`config.mk`:
```
export PLATFORM = sky130hd
export DESIGN_NAME = wall_follow_mode_controller_core
export DESIGN_NICKNAME = d
export VERILOG_FILES = /design/src/rtl/core/wfmc_pkg.sv /design/src/rtl/core/wfmc_cfg_regs.sv /design/src/rtl/core/wfmc_decide.sv /design/src/rtl/core/wall_follow_mode_controller_core.sv
export SDC_FILE = /design/constraint.sdc
export NUM_CORES = 1
export LEC_CHECK = 0
export BUFFER_PORTS_ARGS = -buffer_cell sky130_fd_sc_hd__buf_2
export CORE_MARGIN = 2
export CORE_UTILIZATION = 45
export CTS_CLUSTER_SIZE = 12
export DETAILED_ROUTE_END_ITERATION = 12
export GPL_ROUTABILITY_DRIVEN = 0
export PLACE_DENSITY_LB_ADDON = 0.12
export SLEW_MARGIN = 20
export SYNTH_ARGS = -nofsm -noshare
export SYNTH_HDL_FRONTEND = slang
export SYNTH_SLANG_ARGS = --single-unit
```
`constraint.sdc`:
```
create_clock -name clk -period 4.1 [get_ports clk]
set_input_delay 0.615 -clock clk [delete_from_list [all_inputs] [get_ports clk]]
set_output_delay 0.615 -clock clk [all_outputs]
set_load 0.02 [all_outputs]
```
`src/rtl/core/wfmc_pkg.sv`:
```
// ----------------------------------------------------------------------------
// wfmc_pkg
// Shared types, register indexes, reset values and phase codes of the
// wall-follow mode controller.
// ----------------------------------------------------------------------------
package wfmc_pkg;

    // Configuration register indexes.
    localparam logic [2:0] CFG_DRIVE_SPEED     = 3'd0;
    localparam logic [2:0] CFG_WALL_DISTANCE   = 3'd1;
    localparam logic [2:0] CFG_CRUISE_SPEED    = 3'd2;
    localparam logic [2:0] CFG_STEER_PUSH      = 3'd3;
    localparam logic [2:0] CFG_FOLLOW_LIMIT    = 3'd4;
    localparam logic [2:0] CFG_DEPTH_THRESHOLD = 3'd5;
    localparam logic [2:0] CFG_FINISH_SAMPLES  = 3'd6;

    // Configuration reset values.
    localparam logic [6:0]  RST_DRIVE_SPEED     = 7'd100;
    localparam logic [15:0] RST_WALL_DISTANCE   = 16'd1000;
    localparam logic [6:0]  RST_CRUISE_SPEED    = 7'd80;
    localparam logic [6:0]  RST_STEER_PUSH      = 7'd10;
    localparam logic [15:0] RST_FOLLOW_LIMIT    = 16'd1500;
    localparam logic [15:0] RST_DEPTH_THRESHOLD = 16'd1000;
    localparam logic [15:0] RST_FINISH_SAMPLES  = 16'd300;

    // Phase codes as they appear on the result beat.
    localparam logic [2:0] PH_CODE_STRAIGHT = 3'd0;
    localparam logic [2:0] PH_CODE_ROTATE   = 3'd1;
    localparam logic [2:0] PH_CODE_FOLLOW   = 3'd2;
    localparam logic [2:0] PH_CODE_FINISH   = 3'd3;
    localparam logic [2:0] PH_CODE_DONE     = 3'd4;

    localparam int RANGE_W  = 16;
    localparam int DRIVE_W  = 8;
    localparam int IN_TDATA_W  = 96;
    localparam int OUT_TDATA_W = 40;

    typedef enum logic [4:0] {
        PH_STRAIGHT = 5'b00001,
        PH_ROTATE   = 5'b00010,
        PH_FOLLOW   = 5'b00100,
        PH_FINISH   = 5'b01000,
        PH_DONE     = 5'b10000
    } phase_t;

    typedef struct packed {
        logic [6:0]  drive_speed;
        logic [15:0] wall_distance;
        logic [6:0]  cruise_speed;
        logic [6:0]  steer_push;
        logic [15:0] follow_limit;
        logic [15:0] depth_threshold;
        logic [15:0] finish_samples;
    } cfg_t;

    typedef struct packed {
        logic [RANGE_W-1:0] front_range;
        logic [RANGE_W-1:0] front_left_range;
        logic [RANGE_W-1:0] front_right_range;
        logic [RANGE_W-1:0] back_left_range;
        logic [RANGE_W-1:0] back_right_range;
        logic [RANGE_W-1:0] down_range;
    } sample_t;

    typedef struct packed {
        logic signed [DRIVE_W-1:0] left_drive;
        logic signed [DRIVE_W-1:0] right_drive;
        logic signed [DRIVE_W-1:0] front_heave_drive;
        logic signed [DRIVE_W-1:0] back_heave_drive;
        logic [2:0]                current_phase;
        logic                      mission_done;
    } result_t;

    typedef struct packed {
        phase_t                    phase;
        logic                      near_side;   // 0 left, 1 right
        logic [15:0]               finish_count;
        logic signed [DRIVE_W-1:0] held_heave;
    } state_t;

endpackage

```
`src/rtl/core/wfmc_cfg_regs.sv`:
```
// ----------------------------------------------------------------------------
// wfmc_cfg_regs
// Configuration register file written through the plain write port.
// ----------------------------------------------------------------------------
module wfmc_cfg_regs (
    input  logic               clk,
    input  logic               rst_n,
    input  logic               cfg_we,
    input  logic [2:0]         cfg_index,
    input  logic [15:0]        cfg_wdata,
    output wfmc_pkg::cfg_t     cfg
);
    import wfmc_pkg::*;

    cfg_t cfg_reg;
    cfg_t cfg_next;

    always_comb
    begin
        cfg_next = cfg_reg;
        if (cfg_we)
        begin
            unique case (cfg_index)
                CFG_DRIVE_SPEED:     cfg_next.drive_speed     = cfg_wdata[6:0];
                CFG_WALL_DISTANCE:   cfg_next.wall_distance   = cfg_wdata;
                CFG_CRUISE_SPEED:    cfg_next.cruise_speed    = cfg_wdata[6:0];
                CFG_STEER_PUSH:      cfg_next.steer_push      = cfg_wdata[6:0];
                CFG_FOLLOW_LIMIT:    cfg_next.follow_limit    = cfg_wdata;
                CFG_DEPTH_THRESHOLD: cfg_next.depth_threshold = cfg_wdata;
                CFG_FINISH_SAMPLES:  cfg_next.finish_samples  = cfg_wdata;
                default:             cfg_next = cfg_reg;
            endcase
        end
    end

    always_ff @(posedge clk or negedge rst_n)
    begin
        if (!rst_n)
        begin
            cfg_reg.drive_speed     <= RST_DRIVE_SPEED;
            cfg_reg.wall_distance   <= RST_WALL_DISTANCE;
            cfg_reg.cruise_speed    <= RST_CRUISE_SPEED;
            cfg_reg.steer_push      <= RST_STEER_PUSH;
            cfg_reg.follow_limit    <= RST_FOLLOW_LIMIT;
            cfg_reg.depth_threshold <= RST_DEPTH_THRESHOLD;
            cfg_reg.finish_samples  <= RST_FINISH_SAMPLES;
        end
        else
        begin
            cfg_reg <= cfg_next;
        end
    end

    assign cfg = cfg_reg;

endmodule

```
`src/rtl/core/wfmc_decide.sv`:
```
// ----------------------------------------------------------------------------
// wfmc_decide
// Single-pass phase decision: resolves the whole phase cascade for one
// sample and produces the drives and the next controller state.
// ----------------------------------------------------------------------------
module wfmc_decide (
    input  wfmc_pkg::state_t  st,
    input  wfmc_pkg::cfg_t    cfg,
    input  wfmc_pkg::sample_t smp,
    output wfmc_pkg::state_t  st_next,
    output wfmc_pkg::result_t res
);
    import wfmc_pkg::*;

    function automatic logic signed [DRIVE_W-1:0] sat100(input logic signed [9:0] v);
        logic signed [DRIVE_W-1:0] r;
        if (v > 10'sd100)
            r = 8'sd100;
        else if (v < -10'sd100)
            r = -8'sd100;
        else
            r = v[DRIVE_W-1:0];
        return r;
    endfunction

    logic at_st, at_rot, at_fol, at_fin;
    logic st_stay, rot_stay, fol_stay, fin_stay, away, ns_eff;
    logic enter_rot, enter_fol, enter_fin;
    logic [15:0] cnt_used;
    logic signed [9:0] s10, c10, p10, left_raw, right_raw;
    logic signed [DRIVE_W-1:0] half8, heave, fh, bh;
    phase_t phase_fin;

    always_comb
    begin
        at_st  = 1'b0;
        at_rot = 1'b0;
        at_fol = 1'b0;
        at_fin = 1'b0;
        unique case (st.phase)
            PH_STRAIGHT: at_st  = 1'b1;
            PH_ROTATE:   at_rot = 1'b1;
            PH_FOLLOW:   at_fol = 1'b1;
            PH_FINISH:   at_fin = 1'b1;
            default:     ;   // done, and any code that cannot arise
        endcase
    end

    assign st_stay = (smp.front_range > cfg.wall_distance)
                  && (smp.front_left_range > cfg.wall_distance)
                  && (smp.front_right_range > cfg.wall_distance);

    // The nearer side is picked when straight ends; a tie goes right.
    assign ns_eff = (at_st && !st_stay)
                  ? !(smp.front_left_range < smp.front_right_range)
                  : st.near_side;

    assign rot_stay = ns_eff ? (smp.front_right_range < smp.back_right_range)
                             : (smp.front_left_range < smp.back_left_range);
    assign away     = ns_eff ? (smp.front_right_range > smp.back_right_range)
                             : (smp.front_left_range > smp.back_left_range);
    assign fol_stay = smp.front_range > cfg.follow_limit;

    // Entering finish from follow restarts the count.
    assign cnt_used = at_fin ? st.finish_count : 16'd0;
    assign fin_stay = cnt_used < cfg.finish_samples;

    assign enter_rot = at_rot || (at_st && !st_stay);
    assign enter_fol = at_fol || (enter_rot && !rot_stay);
    assign enter_fin = at_fin || (enter_fol && !fol_stay);

    assign s10   = signed'({3'b000, cfg.drive_speed});
    assign c10   = signed'({3'b000, cfg.cruise_speed});
    assign p10   = signed'({3'b000, cfg.steer_push});
    assign half8 = signed'({2'b00, cfg.drive_speed[6:1]});
    assign heave = (smp.down_range > cfg.depth_threshold) ? -half8 : half8;

    always_comb
    begin
        st_next = st;
        fh = heave;
        bh = heave;
        if (at_st && st_stay)
        begin
            phase_fin = PH_STRAIGHT;
            left_raw  = s10;
            right_raw = s10;
        end
        else if (enter_rot && rot_stay)
        begin
            phase_fin = PH_ROTATE;
            left_raw  = ns_eff ? -s10 : s10;
            right_raw = ns_eff ? s10 : -s10;
        end
        else if (enter_fol && fol_stay)
        begin
            phase_fin = PH_FOLLOW;
            left_raw  = (away == ns_eff) ? (c10 + p10) : (c10 - p10);
            right_raw = (away == ns_eff) ? (c10 - p10) : (c10 + p10);
        end
        else if (enter_fin && fin_stay)
        begin
            phase_fin = PH_FINISH;
            left_raw  = ns_eff ? -p10 : p10;
            right_raw = ns_eff ? p10 : -p10;
            fh = st.held_heave;
            bh = st.held_heave;
        end
        else
        begin
            phase_fin = PH_DONE;
            left_raw  = 10'sd0;
            right_raw = 10'sd0;
            fh = 8'sd0;
            bh = 8'sd0;
        end

        st_next.phase     = phase_fin;
        st_next.near_side = ns_eff;
        if (enter_fin)
            st_next.finish_count = fin_stay ? cnt_used + 16'd1 : cnt_used;
        if (phase_fin == PH_STRAIGHT || phase_fin == PH_ROTATE || phase_fin == PH_FOLLOW)
            st_next.held_heave = heave;
    end

    always_comb
    begin
        res.left_drive        = sat100(left_raw);
        res.right_drive       = sat100(right_raw);
        res.front_heave_drive = fh;
        res.back_heave_drive  = bh;
        res.mission_done      = (phase_fin == PH_DONE);
        unique case (phase_fin)
            PH_STRAIGHT: res.current_phase = PH_CODE_STRAIGHT;
            PH_ROTATE:   res.current_phase = PH_CODE_ROTATE;
            PH_FOLLOW:   res.current_phase = PH_CODE_FOLLOW;
            PH_FINISH:   res.current_phase = PH_CODE_FINISH;
            default:     res.current_phase = PH_CODE_DONE;
        endcase
    end

endmodule

```
`src/rtl/core/wall_follow_mode_controller_core.sv`:
```
// ----------------------------------------------------------------------------
// wall_follow_mode_controller_core
// Wall-follow phase controller: six range readings in, four thruster
// drives plus phase status out, one result beat per sample beat.
// ----------------------------------------------------------------------------
// Each sample beat is captured in an input register, decided by one short
// pass of comparators and small adders, and written to an output register
// together with the controller state update. A new sample is taken every
// cycle while the result side keeps up: the input register refills in the
// same cycle it hands its sample on, so the only thing that holds the pipe
// is back-pressure on m_tready. The phases straight, rotate, follow, finish
// and done may all change within one sample; the drives shown are those of
// the phase that is in force at the end of the sample, and current_phase
// reports that phase. The user must write configuration registers through
// the cfg port only while no sample is in flight; the block itself does not
// enforce this. The registers have no read-back.
// ----------------------------------------------------------------------------
module wall_follow_mode_controller_core (
    input  logic                              clk,
    input  logic                              rst_n,
    // Configuration write port.
    input  logic                              cfg_we,
    input  logic [2:0]                        cfg_index,
    input  logic [15:0]                       cfg_wdata,
    // Sample stream.
    input  logic                              s_tvalid,
    output logic                              s_tready,
    // front_range, front_left_range, front_right_range,
    // back_left_range, back_right_range, down_range (16 bits each)
    input  logic [wfmc_pkg::IN_TDATA_W-1:0]   s_tdata,
    // Drive stream.
    output logic                              m_tvalid,
    input  logic                              m_tready,
    // left_drive, right_drive, front_heave_drive, back_heave_drive (8 bits
    // signed each), current_phase (3 bits), mission_done (1 bit), 4 zero bits
    output logic [wfmc_pkg::OUT_TDATA_W-1:0]  m_tdata
);
    import wfmc_pkg::*;

    cfg_t    cfg;
    sample_t smp_in;
    sample_t smp_reg;
    logic    in_valid_reg;
    logic    out_valid_reg;
    result_t res;
    result_t res_reg;
    state_t  st_reg;
    state_t  st_next;
    logic    advance;
    logic    in_fire;

    wfmc_cfg_regs u_cfg_regs (
        .clk       (clk),
        .rst_n     (rst_n),
        .cfg_we    (cfg_we),
        .cfg_index (cfg_index),
        .cfg_wdata (cfg_wdata),
        .cfg       (cfg)
    );

    // Unpack the sample beat, first field in the lowest bits.
    always_comb
    begin
        smp_in.front_range       = s_tdata[15:0];
        smp_in.front_left_range  = s_tdata[31:16];
        smp_in.front_right_range = s_tdata[47:32];
        smp_in.back_left_range   = s_tdata[63:48];
        smp_in.back_right_range  = s_tdata[79:64];
        smp_in.down_range        = s_tdata[95:80];
    end

    // The held sample moves on whenever the result register is free or is
    // being emptied this cycle.
    assign advance  = in_valid_reg && (!out_valid_reg || m_tready);
    assign s_tready = !in_valid_reg || advance;
    assign in_fire  = s_tvalid && s_tready;

    wfmc_decide u_decide (
        .st      (st_reg),
        .cfg     (cfg),
        .smp     (smp_reg),
        .st_next (st_next),
        .res     (res)
    );

    always_ff @(posedge clk or negedge rst_n)
    begin
        if (!rst_n)
        begin
            in_valid_reg  <= 1'b0;
            out_valid_reg <= 1'b0;
            st_reg.phase        <= PH_STRAIGHT;
            st_reg.near_side    <= 1'b0;
            st_reg.finish_count <= 16'd0;
            st_reg.held_heave   <= 8'sd0;
        end
        else
        begin
            if (in_fire)
                in_valid_reg <= 1'b1;
            else if (advance)
                in_valid_reg <= 1'b0;

            if (advance)
                out_valid_reg <= 1'b1;
            else if (m_tready)
                out_valid_reg <= 1'b0;

            // The controller state moves exactly once per decided sample.
            if (advance)
                st_reg <= st_next;
        end
    end

    // Payload registers carry no reset.
    always_ff @(posedge clk)
    begin
        if (in_fire)
            smp_reg <= smp_in;
        if (advance)
            res_reg <= res;
    end

    assign m_tvalid = out_valid_reg;
    assign m_tdata  = {4'b0000,
                       res_reg.mission_done,
                       res_reg.current_phase,
                       res_reg.back_heave_drive,
                       res_reg.front_heave_drive,
                       res_reg.right_drive,
                       res_reg.left_drive};

endmodule

```
==> results.toml <==
[outcome]
status = "complete, but fails checks"
failed_checks = "negative setup slack"

[hold_path]
hold_path.class = "input pin to asynchronous set/reset pin"

[detailed_routing]
drt_first_pass_iters = 5
wirelength_um = 36970
wl_per_cell_um = 17.83
vias_per_cell = 5.393
ant_nets = 0
remaining_drc_errors = 0
vias = 11185
drt_iter0_markers = 598

[placement]
portBuffers = 157
dp_hpwl_um = 27980
postPlaceCellArea_um2 = 16510

[cells_and_area]
layout.nets = 1932
largest_reg_flops = 96
final_area_um2 = 18120
syn_to_final_growth_pct = 25.54
final_core_util = 0.5742
final_layout_size_suffix_gt1_frac = 0.3188
antenna_cells = 0
n_fill_cell = 2744

[sta]
layout_setup_ws_ns = -0.1830
final.min_clock_period_ns = 4.283
report.final.slew_viol_count = 0
max_slew_margin = 0.3182
worst_pin_slew_ns = 1.018
fmax_mhz = 233.5
setup_viol_count_final = 11
final.setup_skew_ns = 0.01907
rsz0062_at_grt = "true"
hold_violations = 0
holdWs_ns = 0.1602
post-route-period-util = 1.045

[power]
vdd_drop_max_mv = 0.3457
p_leak_nw = 8.123
power_density_nw_per_um2 = 414.7

[global_routing]
grt_usage = 0.2235
grt_pass1_wl_um = 59230
grt_max_degree = 63
grt-ovfl-total = 0
antenna_found_initial = 0
grt_pass1_vias = 11161

[logic_synthesis]
synth-seq-cells = 241
ys.flop_type = "edfxtp_1"
synth_common_cells = "160 x ha_1, 146 x inv_1, 124 x edfxtp_1"
ys_async_sr_fraction = 0.4855
synth_top_area_share = 0.2580
synth_most_common_cell = "ha_1"
synth_edf_count = 124
syn-mean-instance-area_um2 = 10.70
synth_area_leaders = "edfxtp_1 26%, dfrtp_1 15%, ha_1 14%"
synth_top_area_cell = "edfxtp_1"
synth_area_um2 = 14430
synth_cells = 1349
synth_cell_types = 92
yosysSeqAreaShare = 0.4635
yosys_warnings = 0

[clocking]
clk_latency_ns = 0.56
clock-sinks = 241
clockBufferDepth = 3
cts_tree = "built"
numCtsBuffers = 28
htreeDepth = 1
ctsRootBufferMaster = "clkbuf_16"
clk_pin_slew_worst_paths_ns = 0.06
ctsHoldBuffers = 0

[setup_path]
required_ns = 4.40
cp.arrival_ns = 4.59
crit_type = "flip-flop to flip-flop"
cp-end-kind = "flip-flop"
worstSetupStartpointType = "flip-flop"
r2r_slack_ns = -0.18
cp_max_fo = 4

[floorplan]
fp.dieH_um = 183.1
core-area_um2 = 31560
die_width_um = 183.1
rows = 65
ioPinCount = 162
die-area_um2 = 33520
start_util = 0.4574

[flow_run]
cap_viol_max_count = 0
==> path summary, 6_finish.rpt <==
check	depth (start not counted)	start	endpoint
worst max-delay path	15	u_cfg_regs.cfg[71]	m_tdata[8]
worst min-delay path	1	rst_n	u_cfg_regs.cfg[30]
worst max register to register	15	u_cfg_regs.cfg[71]	m_tdata[8]
worst min register to register	1	st_reg[23]	st_reg[23]
max in group asynchronous	2	rst_n	u_cfg_regs.cfg[49]
min in group clk	1	s_tdata[11]	smp_reg[91]
==> layout make-up <==
type	instances	area (um^2)	share of cell area
inverter	148	559.3	0.03087
tap	402	503.0	0.02776
clock inverter	15	157.7	0.008700
multi-input combinational	915	7390	0.4078
sequential	241	6690	0.3692
clock buffer	37	744.5	0.04109
timing repair buffer	316	2076	0.1146
==> critical path, stage by stage (launching register included) <==
cell and delay [ns]:
dfstp_2 0.54, clkinvlp_4 0.16, ha_4 0.31, nand4_1 0.16
a2111o_1 0.36, and3_4 0.19, or4_4 0.54, o211ai_4 0.25
mux2i_2 0.13, o21ai_4 0.24, buf_6 0.16, o221ai_2 0.09
a211o_1 0.31, nand3b_4 0.21, a221oi_4 0.29, nor2_1 0.07
==> stage by stage <==
step / TNS (ns) / total power (W) / worst slack, ns / cells
2_1_floorplan: 0 / 0.004328 / 0.04380 / 1352
3_3_place_gp: -1.135 / 0.004927 / -0.1894 / 1997
3_5_place_dp: -1.606 / 0.004974 / -0.2145 / 1997
4_1_cts: -1.233 / 0.007555 / -0.1520 / 2067
5_1_grt: -3.564 / 0.007953 / -0.3309 / 2074
6_report: -1.712 / 0.007515 / -0.1830 / 2074
==> metal layers <==
layer | global-route usage | share of wire
met1 | 0.2911 | 0.44
met2 | 0.3909 | 0.49
met3 | 0.02442 | 0.036
met4 | 0.07104 | 0.032
met5 | 0 | 0
==> logic make-up after synthesis <==
logic type                 share of synthesized area
and+or+nand+nor                               0.1233
buffers and inverters                        0.05730
other                                      0.0002598
DFF                                           0.4635
muxes                                        0.05348
AOI/OAI and AO/OA                             0.1474
adders and majority gates                     0.1415
xor gates and xnor gates                     0.01335
==> cells in the final DEF, fill, tap and decap left out, types with 5 or more instances in the layout <==
| master | instances |
|---|---|
| inv_2 | 5 |
| buf_4 | 143 |
| o21a_1 | 8 |
| mux2_2 | 54 |
| o22ai_1 | 5 |
| o21ai_0 | 99 |
| xnor2_1 | 19 |
| nor4_1 | 6 |
| a21oi_1 | 63 |
| clkbuf_1 | 8 |
| mux2i_1 | 8 |
| o21bai_1 | 9 |
| and3_4 | 5 |
| edfxtp_1 | 124 |
| buf_6 | 13 |
| nand2_1 | 99 |
| o21ai_1 | 6 |
| dfstp_2 | 31 |
| nand4_1 | 29 |
| dfrtp_1 | 86 |
| a211oi_1 | 7 |
| ha_1 | 150 |
| ha_4 | 10 |
| inv_1 | 141 |
| buf_2 | 156 |
| o211ai_1 | 13 |
| clkinv_2 | 8 |
| nor2_1 | 64 |
| nand2b_1 | 12 |
| and3_1 | 9 |
| and2_1 | 23 |
| nor2b_1 | 10 |
| clkbuf_16 | 28 |
| nand3_1 | 19 |
| nor3_1 | 22 |
| a21o_1 | 21 |
==> repair_timing <==
action	CTS	global route
buffers inserted	20	7
pin swaps	36	10
resized for setup	58	29
endpoints found under the setup margin	14	16
==> power by group <==
| part | internal (W) | total [W] | leakage [nW] | switching (W) |
|---|---|---|---|---|
| Sequential | 0.00287 | 0.00305 | 2.61 | 0.000174 |
| Clock | 0.00146 | 0.00246 | 0.447 | 0.00100 |
| Combinational | 0.000896 | 0.00201 | 5.06 | 0.00111 |
Power figures use the tool's default switching activity.
